File: src/hdl/lprt_pkg.sv
// ----------------------------------------------------------------------------
// lprt_pkg
// Shared types, codes and helpers for the longest-prefix route table.
// ----------------------------------------------------------------------------
package lprt_pkg;

  localparam int TABLE_ENTRIES_DEF = 64;
  localparam int ADDR_BITS         = 32;
  localparam int LEN_BITS          = 6;
  localparam int TAG_BITS          = 8;
  localparam int STAMP_BITS        = 32;

  localparam logic [1:0] FUNC_INSERT = 2'd0;
  localparam logic [1:0] FUNC_LOOKUP = 2'd1;
  localparam logic [1:0] FUNC_DELETE = 2'd2;

  localparam logic [1:0] ST_OK   = 2'd0;
  localparam logic [1:0] ST_MISS = 2'd1;
  localparam logic [1:0] ST_FULL = 2'd2;

  localparam logic [LEN_BITS-1:0] MAX_LEN = LEN_BITS'(ADDR_BITS);

  typedef struct packed {
    logic                  valid;
    logic [ADDR_BITS-1:0]  prefix;
    logic [LEN_BITS-1:0]   length;
    logic [TAG_BITS-1:0]   iface;
    logic [ADDR_BITS-1:0]  next_hop;
    logic [STAMP_BITS-1:0] stamp;
  } entry_t;

  function automatic logic [LEN_BITS-1:0] clamp_len(input logic [LEN_BITS-1:0] len);
    clamp_len = (len > MAX_LEN) ? MAX_LEN : len;
  endfunction

  function automatic logic [ADDR_BITS-1:0] len_mask(input logic [LEN_BITS-1:0] len);
    if (len == '0) begin
      len_mask = '0;
    end else if (len >= MAX_LEN) begin
      len_mask = '1;
    end else begin
      len_mask = ~({ADDR_BITS{1'b1}} >> len);
    end
  endfunction

endpackage

File: src/hdl/lprt_if.sv
// ----------------------------------------------------------------------------
// lprt_req_if / lprt_rsp_if
// Valid/ready channels for route table requests and responses.
// ----------------------------------------------------------------------------
interface lprt_req_if;
  logic                              valid;
  logic                              ready;
  logic [1:0]                        func;
  logic [lprt_pkg::ADDR_BITS-1:0]    address;
  logic [lprt_pkg::LEN_BITS-1:0]     prefix_length;
  logic [lprt_pkg::TAG_BITS-1:0]     iface_tag;
  logic [lprt_pkg::ADDR_BITS-1:0]    next_hop_in;

  modport source (output valid, func, address, prefix_length, iface_tag, next_hop_in,
                  input ready);
  modport sink   (input valid, func, address, prefix_length, iface_tag, next_hop_in,
                  output ready);
endinterface

interface lprt_rsp_if;
  logic                              valid;
  logic                              ready;
  logic [1:0]                        status;
  logic [lprt_pkg::TAG_BITS-1:0]     out_iface_tag;
  logic [lprt_pkg::ADDR_BITS-1:0]    next_hop_out;
  logic [lprt_pkg::LEN_BITS-1:0]     matched_length;

  modport source (output valid, status, out_iface_tag, next_hop_out, matched_length,
                  input ready);
  modport sink   (input valid, status, out_iface_tag, next_hop_out, matched_length,
                  output ready);
endinterface

File: src/hdl/lprt_ctrl.sv
// ----------------------------------------------------------------------------
// lprt_ctrl
// Scan sequencer: clears the store after reset, walks all entries per request,
// keeps the best candidate, writes back inserts/deletes, posts the response.
// ----------------------------------------------------------------------------
module lprt_ctrl #(
  parameter int DEPTH = lprt_pkg::TABLE_ENTRIES_DEF,
  parameter int IDXW  = $clog2(DEPTH)
) (
  input  logic                 clk,
  input  logic                 rst,
  lprt_req_if.sink             req,
  lprt_rsp_if.source           rsp,
  output logic                 mem_we,
  output logic [IDXW-1:0]      mem_waddr,
  output lprt_pkg::entry_t     mem_wdata,
  output logic [IDXW-1:0]      mem_raddr,
  input  lprt_pkg::entry_t     mem_rdata
);

  typedef enum logic [4:0] {
    S_CLEAR  = 5'b00001,
    S_IDLE   = 5'b00010,
    S_SCAN   = 5'b00100,
    S_DRAIN  = 5'b01000,
    S_FINISH = 5'b10000
  } state_t;

  localparam logic [IDXW-1:0] LAST_IDX = IDXW'(DEPTH - 1);

  state_t                               state;
  logic [IDXW-1:0]                      rd_idx;
  logic [IDXW-1:0]                      cmp_idx;
  logic                                 rd_pending;
  logic [lprt_pkg::STAMP_BITS-1:0]      insert_counter;

  logic [1:0]                           op_func;
  logic [lprt_pkg::ADDR_BITS-1:0]       op_addr;
  logic [lprt_pkg::LEN_BITS-1:0]        op_len;
  logic [lprt_pkg::TAG_BITS-1:0]        op_tag;
  logic [lprt_pkg::ADDR_BITS-1:0]       op_hop;

  logic                                 best_found;
  logic [IDXW-1:0]                      best_idx;
  logic [lprt_pkg::LEN_BITS-1:0]        best_len;
  logic [lprt_pkg::STAMP_BITS-1:0]      best_stamp;
  logic [lprt_pkg::TAG_BITS-1:0]        best_iface;
  logic [lprt_pkg::ADDR_BITS-1:0]       best_hop;

  logic                                 rsp_valid;
  logic [1:0]                           rsp_status;
  logic [lprt_pkg::TAG_BITS-1:0]        rsp_iface;
  logic [lprt_pkg::ADDR_BITS-1:0]       rsp_hop;
  logic [lprt_pkg::LEN_BITS-1:0]        rsp_len;

  logic                                 slot_free;
  logic                                 lookup_hit;
  logic                                 lookup_better;
  logic                                 lookup_ok;
  logic                                 delete_hit;
  logic                                 delete_better;
  logic                                 take;
  logic                                 finish_fire;
  logic                                 ins_write;
  logic                                 del_write;

  assign req.ready          = (state == S_IDLE);
  assign rsp.valid          = rsp_valid;
  assign rsp.status         = rsp_status;
  assign rsp.out_iface_tag  = rsp_iface;
  assign rsp.next_hop_out   = rsp_hop;
  assign rsp.matched_length = rsp_len;

  assign slot_free   = !rsp_valid || rsp.ready;
  assign finish_fire = (state == S_FINISH) && slot_free;
  assign lookup_ok   = (op_func == lprt_pkg::FUNC_LOOKUP) && best_found;

  always_comb begin
    lookup_hit = mem_rdata.valid && (mem_rdata.length != '0) &&
                 (((op_addr ^ mem_rdata.prefix) & lprt_pkg::len_mask(mem_rdata.length)) == '0);
    lookup_better = !best_found || (mem_rdata.length > best_len) ||
                    ((mem_rdata.length == best_len) && (mem_rdata.stamp > best_stamp));
    delete_hit = mem_rdata.valid && (mem_rdata.prefix == op_addr) &&
                 (mem_rdata.length == op_len);
    delete_better = !best_found || (mem_rdata.stamp > best_stamp);
    case (op_func)
      lprt_pkg::FUNC_INSERT: take = !mem_rdata.valid && !best_found;
      lprt_pkg::FUNC_LOOKUP: take = lookup_hit && lookup_better;
      lprt_pkg::FUNC_DELETE: take = delete_hit && delete_better;
      default:               take = 1'b0;
    endcase
  end

  assign ins_write = finish_fire && (op_func == lprt_pkg::FUNC_INSERT) && best_found;
  assign del_write = finish_fire && (op_func == lprt_pkg::FUNC_DELETE) && best_found;

  always_comb begin
    mem_raddr = rd_idx;
    mem_we    = (state == S_CLEAR) || ins_write || del_write;
    mem_waddr = (state == S_CLEAR) ? rd_idx : best_idx;
    mem_wdata = '0;
    if (ins_write) begin
      mem_wdata.valid    = 1'b1;
      mem_wdata.prefix   = op_addr;
      mem_wdata.length   = op_len;
      mem_wdata.iface    = op_tag;
      mem_wdata.next_hop = op_hop;
      mem_wdata.stamp    = insert_counter;
    end
  end

  always_ff @(posedge clk) begin
    cmp_idx <= rd_idx;
    if (rd_pending && take) begin
      best_idx   <= cmp_idx;
      best_len   <= mem_rdata.length;
      best_stamp <= mem_rdata.stamp;
      best_iface <= mem_rdata.iface;
      best_hop   <= mem_rdata.next_hop;
    end
    if (state == S_IDLE && req.valid) begin
      op_func <= req.func;
      op_addr <= req.address;
      op_len  <= lprt_pkg::clamp_len(req.prefix_length);
      op_tag  <= req.iface_tag;
      op_hop  <= req.next_hop_in;
    end
    if (finish_fire) begin
      rsp_iface <= lookup_ok ? best_iface : '0;
      rsp_hop   <= lookup_ok ? best_hop : '0;
      rsp_len   <= lookup_ok ? best_len : '0;
      case (op_func)
        lprt_pkg::FUNC_INSERT: begin
          rsp_status <= best_found ? lprt_pkg::ST_OK : lprt_pkg::ST_FULL;
        end
        lprt_pkg::FUNC_LOOKUP, lprt_pkg::FUNC_DELETE: begin
          rsp_status <= best_found ? lprt_pkg::ST_OK : lprt_pkg::ST_MISS;
        end
        default: begin
          rsp_status <= lprt_pkg::ST_MISS;
        end
      endcase
    end
  end

  always_ff @(posedge clk) begin
    if (rst) begin
      state          <= S_CLEAR;
      rd_idx         <= '0;
      rd_pending     <= 1'b0;
      insert_counter <= '0;
      rsp_valid      <= 1'b0;
      best_found     <= 1'b0;
    end else begin
      rd_pending <= (state == S_SCAN);
      if (finish_fire) begin
        rsp_valid <= 1'b1;
      end else if (rsp.ready) begin
        rsp_valid <= 1'b0;
      end
      if (rd_pending && take) begin
        best_found <= 1'b1;
      end
      case (state)
        S_CLEAR: begin
          if (rd_idx == LAST_IDX) begin
            rd_idx <= '0;
            state  <= S_IDLE;
          end else begin
            rd_idx <= rd_idx + 1'b1;
          end
        end
        S_IDLE: begin
          if (req.valid) begin
            best_found <= 1'b0;
            rd_idx     <= '0;
            state      <= S_SCAN;
          end
        end
        S_SCAN: begin
          if (rd_idx == LAST_IDX) begin
            rd_idx <= '0;
            state  <= S_DRAIN;
          end else begin
            rd_idx <= rd_idx + 1'b1;
          end
        end
        S_DRAIN: begin
          state <= S_FINISH;
        end
        S_FINISH: begin
          if (slot_free) begin
            if (ins_write) begin
              insert_counter <= insert_counter + 1'b1;
            end
            state <= S_IDLE;
          end
        end
        default: begin
          state <= S_IDLE;
        end
      endcase
    end
  end

  a_no_write_in_scan: assert property (@(posedge clk) disable iff (rst)
    (state == S_SCAN || state == S_DRAIN) |-> !mem_we)
    else $error("table written during scan");

  a_rsp_from_finish: assert property (@(posedge clk) disable iff (rst)
    $rose(rsp_valid) |-> $past(state == S_FINISH))
    else $error("response posted outside finish");

  a_counter_on_insert: assert property (@(posedge clk) disable iff (rst)
    (!$past(rst) && insert_counter != $past(insert_counter)) |->
      $past(ins_write))
    else $error("insert counter moved without insert");

  a_pending_in_scan: assert property (@(posedge clk) disable iff (rst)
    rd_pending |-> (state == S_SCAN || state == S_DRAIN))
    else $error("read data pending outside scan");

endmodule

File: src/flat_wrapper.sv
// flat-port wrapper written by rule: the top's interface ports become plain ports
module lprt_ctrl_flat 
#(
  parameter int DEPTH = lprt_pkg::TABLE_ENTRIES_DEF,
  parameter int IDXW  = $clog2(DEPTH)
)
  (clk, rst, mem_we, mem_waddr, mem_wdata, mem_raddr, mem_rdata, req_valid, req_func, req_address, req_prefix_length, req_iface_tag, req_next_hop_in, req_ready, rsp_valid, rsp_status, rsp_out_iface_tag, rsp_next_hop_out, rsp_matched_length, rsp_ready);
  lprt_req_if req_i ();
  lprt_rsp_if rsp_i ();
  input  logic clk;
  input  logic rst;
  output logic mem_we;
  output logic [IDXW-1:0] mem_waddr;
  output lprt_pkg::entry_t mem_wdata;
  output logic [IDXW-1:0] mem_raddr;
  input  lprt_pkg::entry_t mem_rdata;
  input wire logic [$bits(req_i.valid)-1:0] req_valid;
  input wire logic [$bits(req_i.func)-1:0] req_func;
  input wire logic [$bits(req_i.address)-1:0] req_address;
  input wire logic [$bits(req_i.prefix_length)-1:0] req_prefix_length;
  input wire logic [$bits(req_i.iface_tag)-1:0] req_iface_tag;
  input wire logic [$bits(req_i.next_hop_in)-1:0] req_next_hop_in;
  output wire logic [$bits(req_i.ready)-1:0] req_ready;
  output wire logic [$bits(rsp_i.valid)-1:0] rsp_valid;
  output wire logic [$bits(rsp_i.status)-1:0] rsp_status;
  output wire logic [$bits(rsp_i.out_iface_tag)-1:0] rsp_out_iface_tag;
  output wire logic [$bits(rsp_i.next_hop_out)-1:0] rsp_next_hop_out;
  output wire logic [$bits(rsp_i.matched_length)-1:0] rsp_matched_length;
  input wire logic [$bits(rsp_i.ready)-1:0] rsp_ready;
  assign req_i.valid = req_valid;
  assign req_i.func = req_func;
  assign req_i.address = req_address;
  assign req_i.prefix_length = req_prefix_length;
  assign req_i.iface_tag = req_iface_tag;
  assign req_i.next_hop_in = req_next_hop_in;
  assign req_ready = req_i.ready;
  assign rsp_valid = rsp_i.valid;
  assign rsp_status = rsp_i.status;
  assign rsp_out_iface_tag = rsp_i.out_iface_tag;
  assign rsp_next_hop_out = rsp_i.next_hop_out;
  assign rsp_matched_length = rsp_i.matched_length;
  assign rsp_i.ready = rsp_ready;
  lprt_ctrl #(.DEPTH(DEPTH), .IDXW(IDXW)) u_core (.clk(clk), .rst(rst), .req(req_i), .rsp(rsp_i), .mem_we(mem_we), .mem_waddr(mem_waddr), .mem_wdata(mem_wdata), .mem_raddr(mem_raddr), .mem_rdata(mem_rdata));
endmodule
File: config.mk
export PLATFORM = sky130hd
export DESIGN_NAME = lprt_ctrl_flat
export DESIGN_NICKNAME = d
export VERILOG_FILES = /design/src/hdl/lprt_pkg.sv /design/src/hdl/lprt_if.sv /design/src/hdl/lprt_ctrl.sv /design/src/flat_wrapper.sv
export SDC_FILE = /design/constraint.sdc
export NUM_CORES = 1
export LEC_CHECK = 0
export ABC_CLOCK_PERIOD_IN_PS = 7300
export BUFFER_PORTS_ARGS = -buffer_cell sky130_fd_sc_hd__buf_4
export CAP_MARGIN = 20
export CORE_AREA = 4 4 157 159
export CTS_CLUSTER_DIAMETER = 80
export DETAILED_ROUTE_END_ITERATION = 10
export DIE_AREA = 0 0 161 163
export PLACE_DENSITY_LB_ADDON = 0.25
export SLEW_MARGIN = 20
export SYNTH_ARGS = -nofsm -noshare
export SYNTH_HDL_FRONTEND = slang
export SYNTH_SLANG_ARGS = --single-unit
File: constraint.sdc
create_clock -name clk -period 7.3 [get_ports clk]
set_clock_uncertainty 0.2 [all_clocks]
set_input_delay 0.365 -clock clk [delete_from_list [all_inputs] [get_ports clk]]
set_output_delay 0.365 -clock clk [all_outputs]
set_load 0.02 [all_outputs]
## After elaboration in Yosys (flattened, before gate mapping)

Cells that the tools add are included.

| word-level totals | value |
|---|---|
| memories | 0 |
| output and inout port bits | 174 |
| latch bits | 0 |
| memory bits (writable) | 0 |
| register bits after elaboration | 264 |
| bits of input ports | 195 |
| ROM bits | 0 |
| logic and storage cells | 103 |

| operators by class | value |
|---|---|
| magnitude comparators | 4 |
| multipliers | 0 |
| muxes and demuxes | 21 |
| divide/modulo/power cells | 0 |
| add/subtract/negate cells | 2 |
| bitwise gates (word level) | 3 |
| shifts and indexed selects | 1 |
| reduce and logical (&&, ||, !) cells | 36 |
| equal/unequal tests | 15 |

Operators with widths:

| operator | number |
|---|---|
| $mux W111 | 1 |
| $mux W32 | 2 |
| $add A32 B1 Y32 const B | 1 |
| $and A32 B32 Y32 | 1 |
| $eq A32 B32 Y1 | 1 |
| $gt A32 B32 Y1 | 1 |
| $logic_not A32 Y1 | 1 |
| $not A32 Y32 | 1 |
| $shr A32 B6 Y32 const A | 1 |
| $xor A32 B32 Y32 | 1 |
| $pmux W5 S5 | 1 |
| $mux W5 | 4 |
| $mux W6 | 3 |
| $logic_and A1 B1 Y1 | 16 |
| $eq A6 B6 Y1 | 2 |
| $pmux W6 S2 | 1 |
| $add A6 B1 Y6 const B | 1 |
| $eq A6 B6 Y1 const B | 1 |
| $ge A6 B6 Y1 const B | 1 |
| $gt A6 B6 Y1 | 1 |
| $gt A6 B6 Y1 const B | 1 |
| $logic_not A6 Y1 | 1 |
| $logic_or A1 B1 Y1 | 6 |
| $mux W1 | 6 |
| other kinds (20) | 26 |

## Longest topological paths before layout

| logic depth | value |
|---|---|
| depth in word-level cells | 13 |
| depth in mapped cells | 11 |
| gate-level depth less buffers | 10 |

## Least setup slack after synthesis

OpenSTA, ideal clock, no wires.

| timing path | value |
|---|---|
| kind | input to register |
| start | input mem_rdata[72] in the netlist's numbering |
| end | register u_core.best_hop[0] in the netlist's numbering, enable pin |
| slack | 0.499 ns |
| data arrival time | 6.046 ns |
| buffers on the path | 1 |
| library setup time | 0.555 ns |
| required time | 6.545 ns |
| cell stages on the path | 9 |
| cell sequence | clkbuf_1 > and2_1 > o21ai_0 > nand2_1 > a2111oi_0 > nand4_1 > or3_1 > o21a_1 > a21oi_1 |

| on the way | value |
|---|---|
| cells in the longest elaborated chain, start to end | 10 |
| elaborated cells on any way between the ends | 22 |
| those cells by class | 2 x order compare; 2 x eq/ne; 1 x shift; 3 x mux; 2 x bitwise; 12 x reduce/logical |

RTL lines:

| item | RTL line | text |
|---|---|---|
| start, declared | flat_wrapper.sv:16 | `input lprt_pkg::entry_t mem_rdata;` |
| $shr A32 B6 Y32 | lprt_pkg.sv:42 | `len_mask = ~({ADDR_BITS{1'b1}} >> len);` |
| $not A32 Y32 | lprt_pkg.sv:42 |  |
| $mux W32 | lprt_pkg.sv:39 | `end else if (len >= MAX_LEN) begin` |
| $mux W32 | lprt_pkg.sv:37 | `if (len == '0) begin` |
| $and A32 B32 Y32 | lprt_ctrl.sv:80 | `(((op_addr ^ mem_rdata.prefix) & lprt_pkg::len_mask(mem_rdata.length)) == '0);` |
| $logic_not A32 Y1 | lprt_ctrl.sv:80 |  |
| $logic_and A1 B1 Y1 | lprt_ctrl.sv:79 | `lookup_hit = mem_rdata.valid && (mem_rdata.length != '0) &&` |
| $logic_and A1 B1 Y1 | lprt_ctrl.sv:88 | `lprt_pkg::FUNC_LOOKUP: take = lookup_hit && lookup_better;` |
| $pmux W1 S3 * | lprt_ctrl.sv:86 | `case (op_func)` |
| $logic_and A1 B1 Y1 * | lprt_ctrl.sv:114 | `if (rd_pending && take) begin` |
| end signal, assigned | lprt_ctrl.sv:119 | `best_hop <= mem_rdata.next_hop;` |
| end, declared | lprt_ctrl.sv:48 | `logic [lprt_pkg::ADDR_BITS-1:0] best_hop;` |

Mark *: on every way between the ends. The rest lies on a longest branch, timed or not.
A chain may end at the register's enable or synchronous reset.

## Worst setup path after layout

| timing path | value |
|---|---|
| start | register u_core.best_found |
| end | register u_core.insert_counter[26] in the netlist's numbering |

| on the way | value |
|---|---|
| cells in the longest elaborated chain, start to end | 2 |

RTL lines:

| item | RTL line | text |
|---|---|---|
| start, declared | lprt_ctrl.sv:43 | `logic best_found;` |
| start signal, assigned | lprt_ctrl.sv:153 | `best_found <= 1'b0;` |
| start signal, assigned | lprt_ctrl.sv:162 | `best_found <= 1'b1;` |
| start signal, assigned | lprt_ctrl.sv:175 | `best_found <= 1'b0;` |
| $logic_and A1 B1 Y1 | lprt_ctrl.sv:94 | `assign ins_write = finish_fire && (op_func == lprt_pkg::FUNC_INSERT) && best_found;` |
| $reduce_and A3 Y1 (no line) | n/a |  |
| end signal, assigned | lprt_ctrl.sv:194 | `insert_counter <= insert_counter + 1'b1;` |
| end, declared | lprt_ctrl.sv:35 | `logic [lprt_pkg::STAMP_BITS-1:0] insert_counter;` |

Every way passes these cells.

==> results.py <==
metrics = {
    "floorplanning": {
        "core_um2": 23260,
        "io_pins": 369,
        "rows": 56,
        "die_h_um": 163,
        "start_util_pct": 50.11,
        "dieArea_um2": 26240,
        "fp.dieW_um": 161,
    },
    "critical_path": {
        "startpoint_type": "flip-flop",
        "crit_chain": "buf_4 > inv_1 > nor4_4 > buf_4 > and3_1 > nand2_1 > nor4_1 > nand4_1 > xor2_1 > nor2_1",
        "crit_required_ns": 7.50,
        "crit_path_frequent_cell": "buf_4",
        "arrival_ns": 4.07,
        "path_max_fanout": 112,
        "crit_slowest_cell": "buf_4",
        "end_kind": "flip-flop",
        "slowest_delay_ns": 0.73,
        "crit_type": "reg2reg",
        "critPathBufInv": 3,
        "critical-path-top-delay-family": "simple AND/OR/NAND/NOR gates",
    },
    "job": {
        "maxCapViolCount": 0,
    },
    "final_layout": {
        "layout-drive-gt1-share_pct": 29.39,
        "fin_area_um2": 17210,
        "syn2layout_area_growth_pct": 47.67,
        "nFillCells": 1490,
        "fin_nets": 1687,
    },
    "synth": {
        "synth-xor-area-share_pct": 5.185,
        "synthCells": 936,
        "yosysTopAreaCellShare_pct": 54.62,
        "synth_compound_area_share_pct": 4.873,
        "synth-adder-area-share_pct": 4.809,
        "synth-simple-area-share_pct": 17.42,
        "synth.top_cells.by_count": "edfxtp_1, and3_1, nor2_1, dfxtp_1",
        "yosys_warnings": 0,
        "synth_mux_area_share_pct": 0.8480,
        "avgSynthCellArea_um2": 12.45,
        "ys_seq_elements": 264,
        "synth_edf_count": 212,
        "yosys.area.top_type": "edfxtp_1",
        "synth_top_flop_cell": "edfxtp_1",
        "yosys-top-cells-area": "edfxtp_1, dfxtp_1, and3_1, ha_1, xor2_1",
        "synth_top_family_by_area": "simple AND/OR/NAND/NOR gates",
        "yosysSeqAreaShare_pct": 63.55,
        "synth.distinct_cells": 54,
        "syn_area_um2": 11660,
        "async_flop_share_pct": 0,
        "yosys.cell_count.top_type": "edfxtp_1",
        "synth_fp_nets": 1175,
    },
    "cts": {
        "cts-root-buf": "clkbuf_16",
        "htreeDepth": 1,
        "cts_tree": "done",
        "cts_buffer_depth": 3,
        "numClockSinks": 264,
        "numCtsBuffers": 28,
        "clk_latency_ns": 0.54,
        "clkTransAtPathRegs_ns": 0.06,
    },
    "grt": {
        "grt_pass1_vias": 9543,
        "track_usage_pct": 26.15,
        "grt_max_degree": 113,
        "antenna_found_initial": 5,
        "overflow": 0,
        "grt_pass1_wl_um": 53920,
    },
    "placed_design": {
        "place_hpwl_um": 23230,
        "place_area_um2": 14680,
        "pre_cts_slack_ns": 3.482,
        "io_buffers": 368,
        "place_congestion": 0.8857,
    },
    "timing": {
        "timing.final.crit_share_pct": 52.98,
        "drv_slew": 0,
        "setup_slack_ns": 3.432,
        "finalCriticalPeriod_ns": 3.868,
        "worstMarginPinSlew_ns": 1.091,
        "relSlewSlack_pct": 27.29,
        "rsz0062_at_grt": "false",
        "final_hold_viol_count": 0,
        "setup_viol": 0,
        "fmax_mhz": 258.5,
        "setup_tns_ns": 0,
    },
    "route": {
        "vias_per_cell": 5.257,
        "dr.pass1.iters": 5,
        "post-route-drc-count": 0,
        "wl_um": 36360,
        "ant_nets": 0,
        "drt_iter0_markers": 737,
        "wl_per_cell_um": 20.28,
        "vias": 9425,
    },
    "hold_path": {
        "min_path_type": "in2reg",
    },
    "pwr": {
        "ir_drop_mv": 0.1877,
        "leakage_nw": 7.526,
        "p_per_area_nw_per_um2": 188.8,
    },
    "outcome": {
        "status": "finished clean",
    },
}
==> logic make-up (layout without fill, tap and decap cells) <==
| family | count (synthesis) | in the layout |
|---|---|---|
| AO/OA/AOI/OAI | 91 | 91 |
| multiplexers | 9 | 9 |
| buffers and inverters | 100 | 634 |
| AND/OR/NAND/NOR | 358 | 358 |
| other | 0 | 4 |
| adder cells (fa/ha/maj) | 45 | 45 |
| XOR/XNOR | 69 | 69 |
| flip-flops | 264 | 264 |
==> flip-flops by register name, summed over array words and instances, names as in the netlist <==
register and count:
u_core.best_found 1, u_core.best_hop 32, u_core.best_idx 6, u_core.best_iface 8, u_core.best_len 6, u_core.best_stamp 32
u_core.cmp_idx 6, u_core.insert_counter 32, u_core.mem_raddr 6, u_core.op_addr 32, u_core.op_func 2, u_core.op_hop 32
u_core.op_len 6, u_core.op_tag 8, u_core.rd_pending 1, u_core.rsp.matched_length 6, u_core.rsp.next_hop_out 32, u_core.rsp.out_iface_tag 8
u_core.rsp.status 2, u_core.rsp.valid 1, u_core.state 5
==> cells in the final DEF (no fill, tap or decap), drive strengths merged, types with 11 or more instances in the layout <==
| cell type | instances |
|---|---|
| nor3 | 13 |
| ha | 44 |
| nand3 | 25 |
| a21oi | 29 |
| dfxtp | 52 |
| inv | 49 |
| and3 | 165 |
| xnor2 | 20 |
| clkbuf | 41 |
| nor2b | 11 |
| a21o | 13 |
| nand2 | 28 |
| xor2 | 49 |
| nor2 | 56 |
| nand4 | 17 |
| edfxtp | 212 |
| o21ai | 20 |
| buf | 375 |
| dlygate4sd3 | 159 |
==> worst reg2reg max path, stage by stage (launching register included) <==
cell     delay (ns)
dfxtp_1        0.30
buf_4          0.37
inv_1          0.25
nor4_4         0.28
buf_4          0.73
and3_1         0.37
nand2_1        0.19
nor4_1         0.64
nand4_1        0.19
xor2_1         0.16
nor2_1         0.05
==> metal layers <==
metal  global-route usage (%)  routed length (um)  vias up
met3                    7.315                3214       70
met4                    7.910                1215        0
met5                        0                   0        -
li1                         -                   -     4441
met2                    46.97               18340      449
met1                    30.65               13580     4465
==> per-stage QoR <==
step	std cells	util (%)	hold slack, ns	power (W)
2_1_floorplan	936	-	0.1855	0.001707
3_3_place_gp	1577	63.11	0.1857	0.001811
3_5_place_dp	1577	63.11	0.1887	0.001815
4_1_cts	1788	73.83	0.02278	0.003256
5_1_grt	1792	73.98	0.03597	0.003345
6_report	1793	73.99	0.03854	0.003250
==> path summary, 6_finish.rpt <==
check | startpoint | to | slack, ns | cells after the start
setup / recovery | u_core.best_found | u_core.insert_counter[26] | 3.43 | 10
hold reg to reg | u_core.cmp_idx[0] | u_core.best_idx[0] | 0.20 | 0
hold / removal | rsp_ready | u_core.rsp.valid | 0.04 | 4
setup reg to reg | u_core.best_found | u_core.insert_counter[26] | 3.43 | 10
==> report_power, final <==
group          switching [W]  total, W  internal (W)
Clock               0.000583   0.00139      0.000806
Sequential        0.00000262   0.00162       0.00162
Combinational      0.0000883  0.000238      0.000150
==> layout make-up <==
cell class	count	area (um^2)	share of cell area [%]
timing repair buffer	534	4427	25.72
multi-input combinational	572	3886	22.58
clock buffer	41	810.8	4.710
sequential	264	7407	43.03
inverter	48	180.2	1.047
clock inverter	11	92.59	0.5379
antenna	4	10.01	0.05815
tap	319	399.1	2.319
==> repair_timing <==
action | in CTS | in global routing
hold buffers | 159 | 0
resized for setup | 0 | 0
setup buffers | 0 | 0
hold endpoints to repair | 160 | 0
Power figures use the tool's default switching activity.
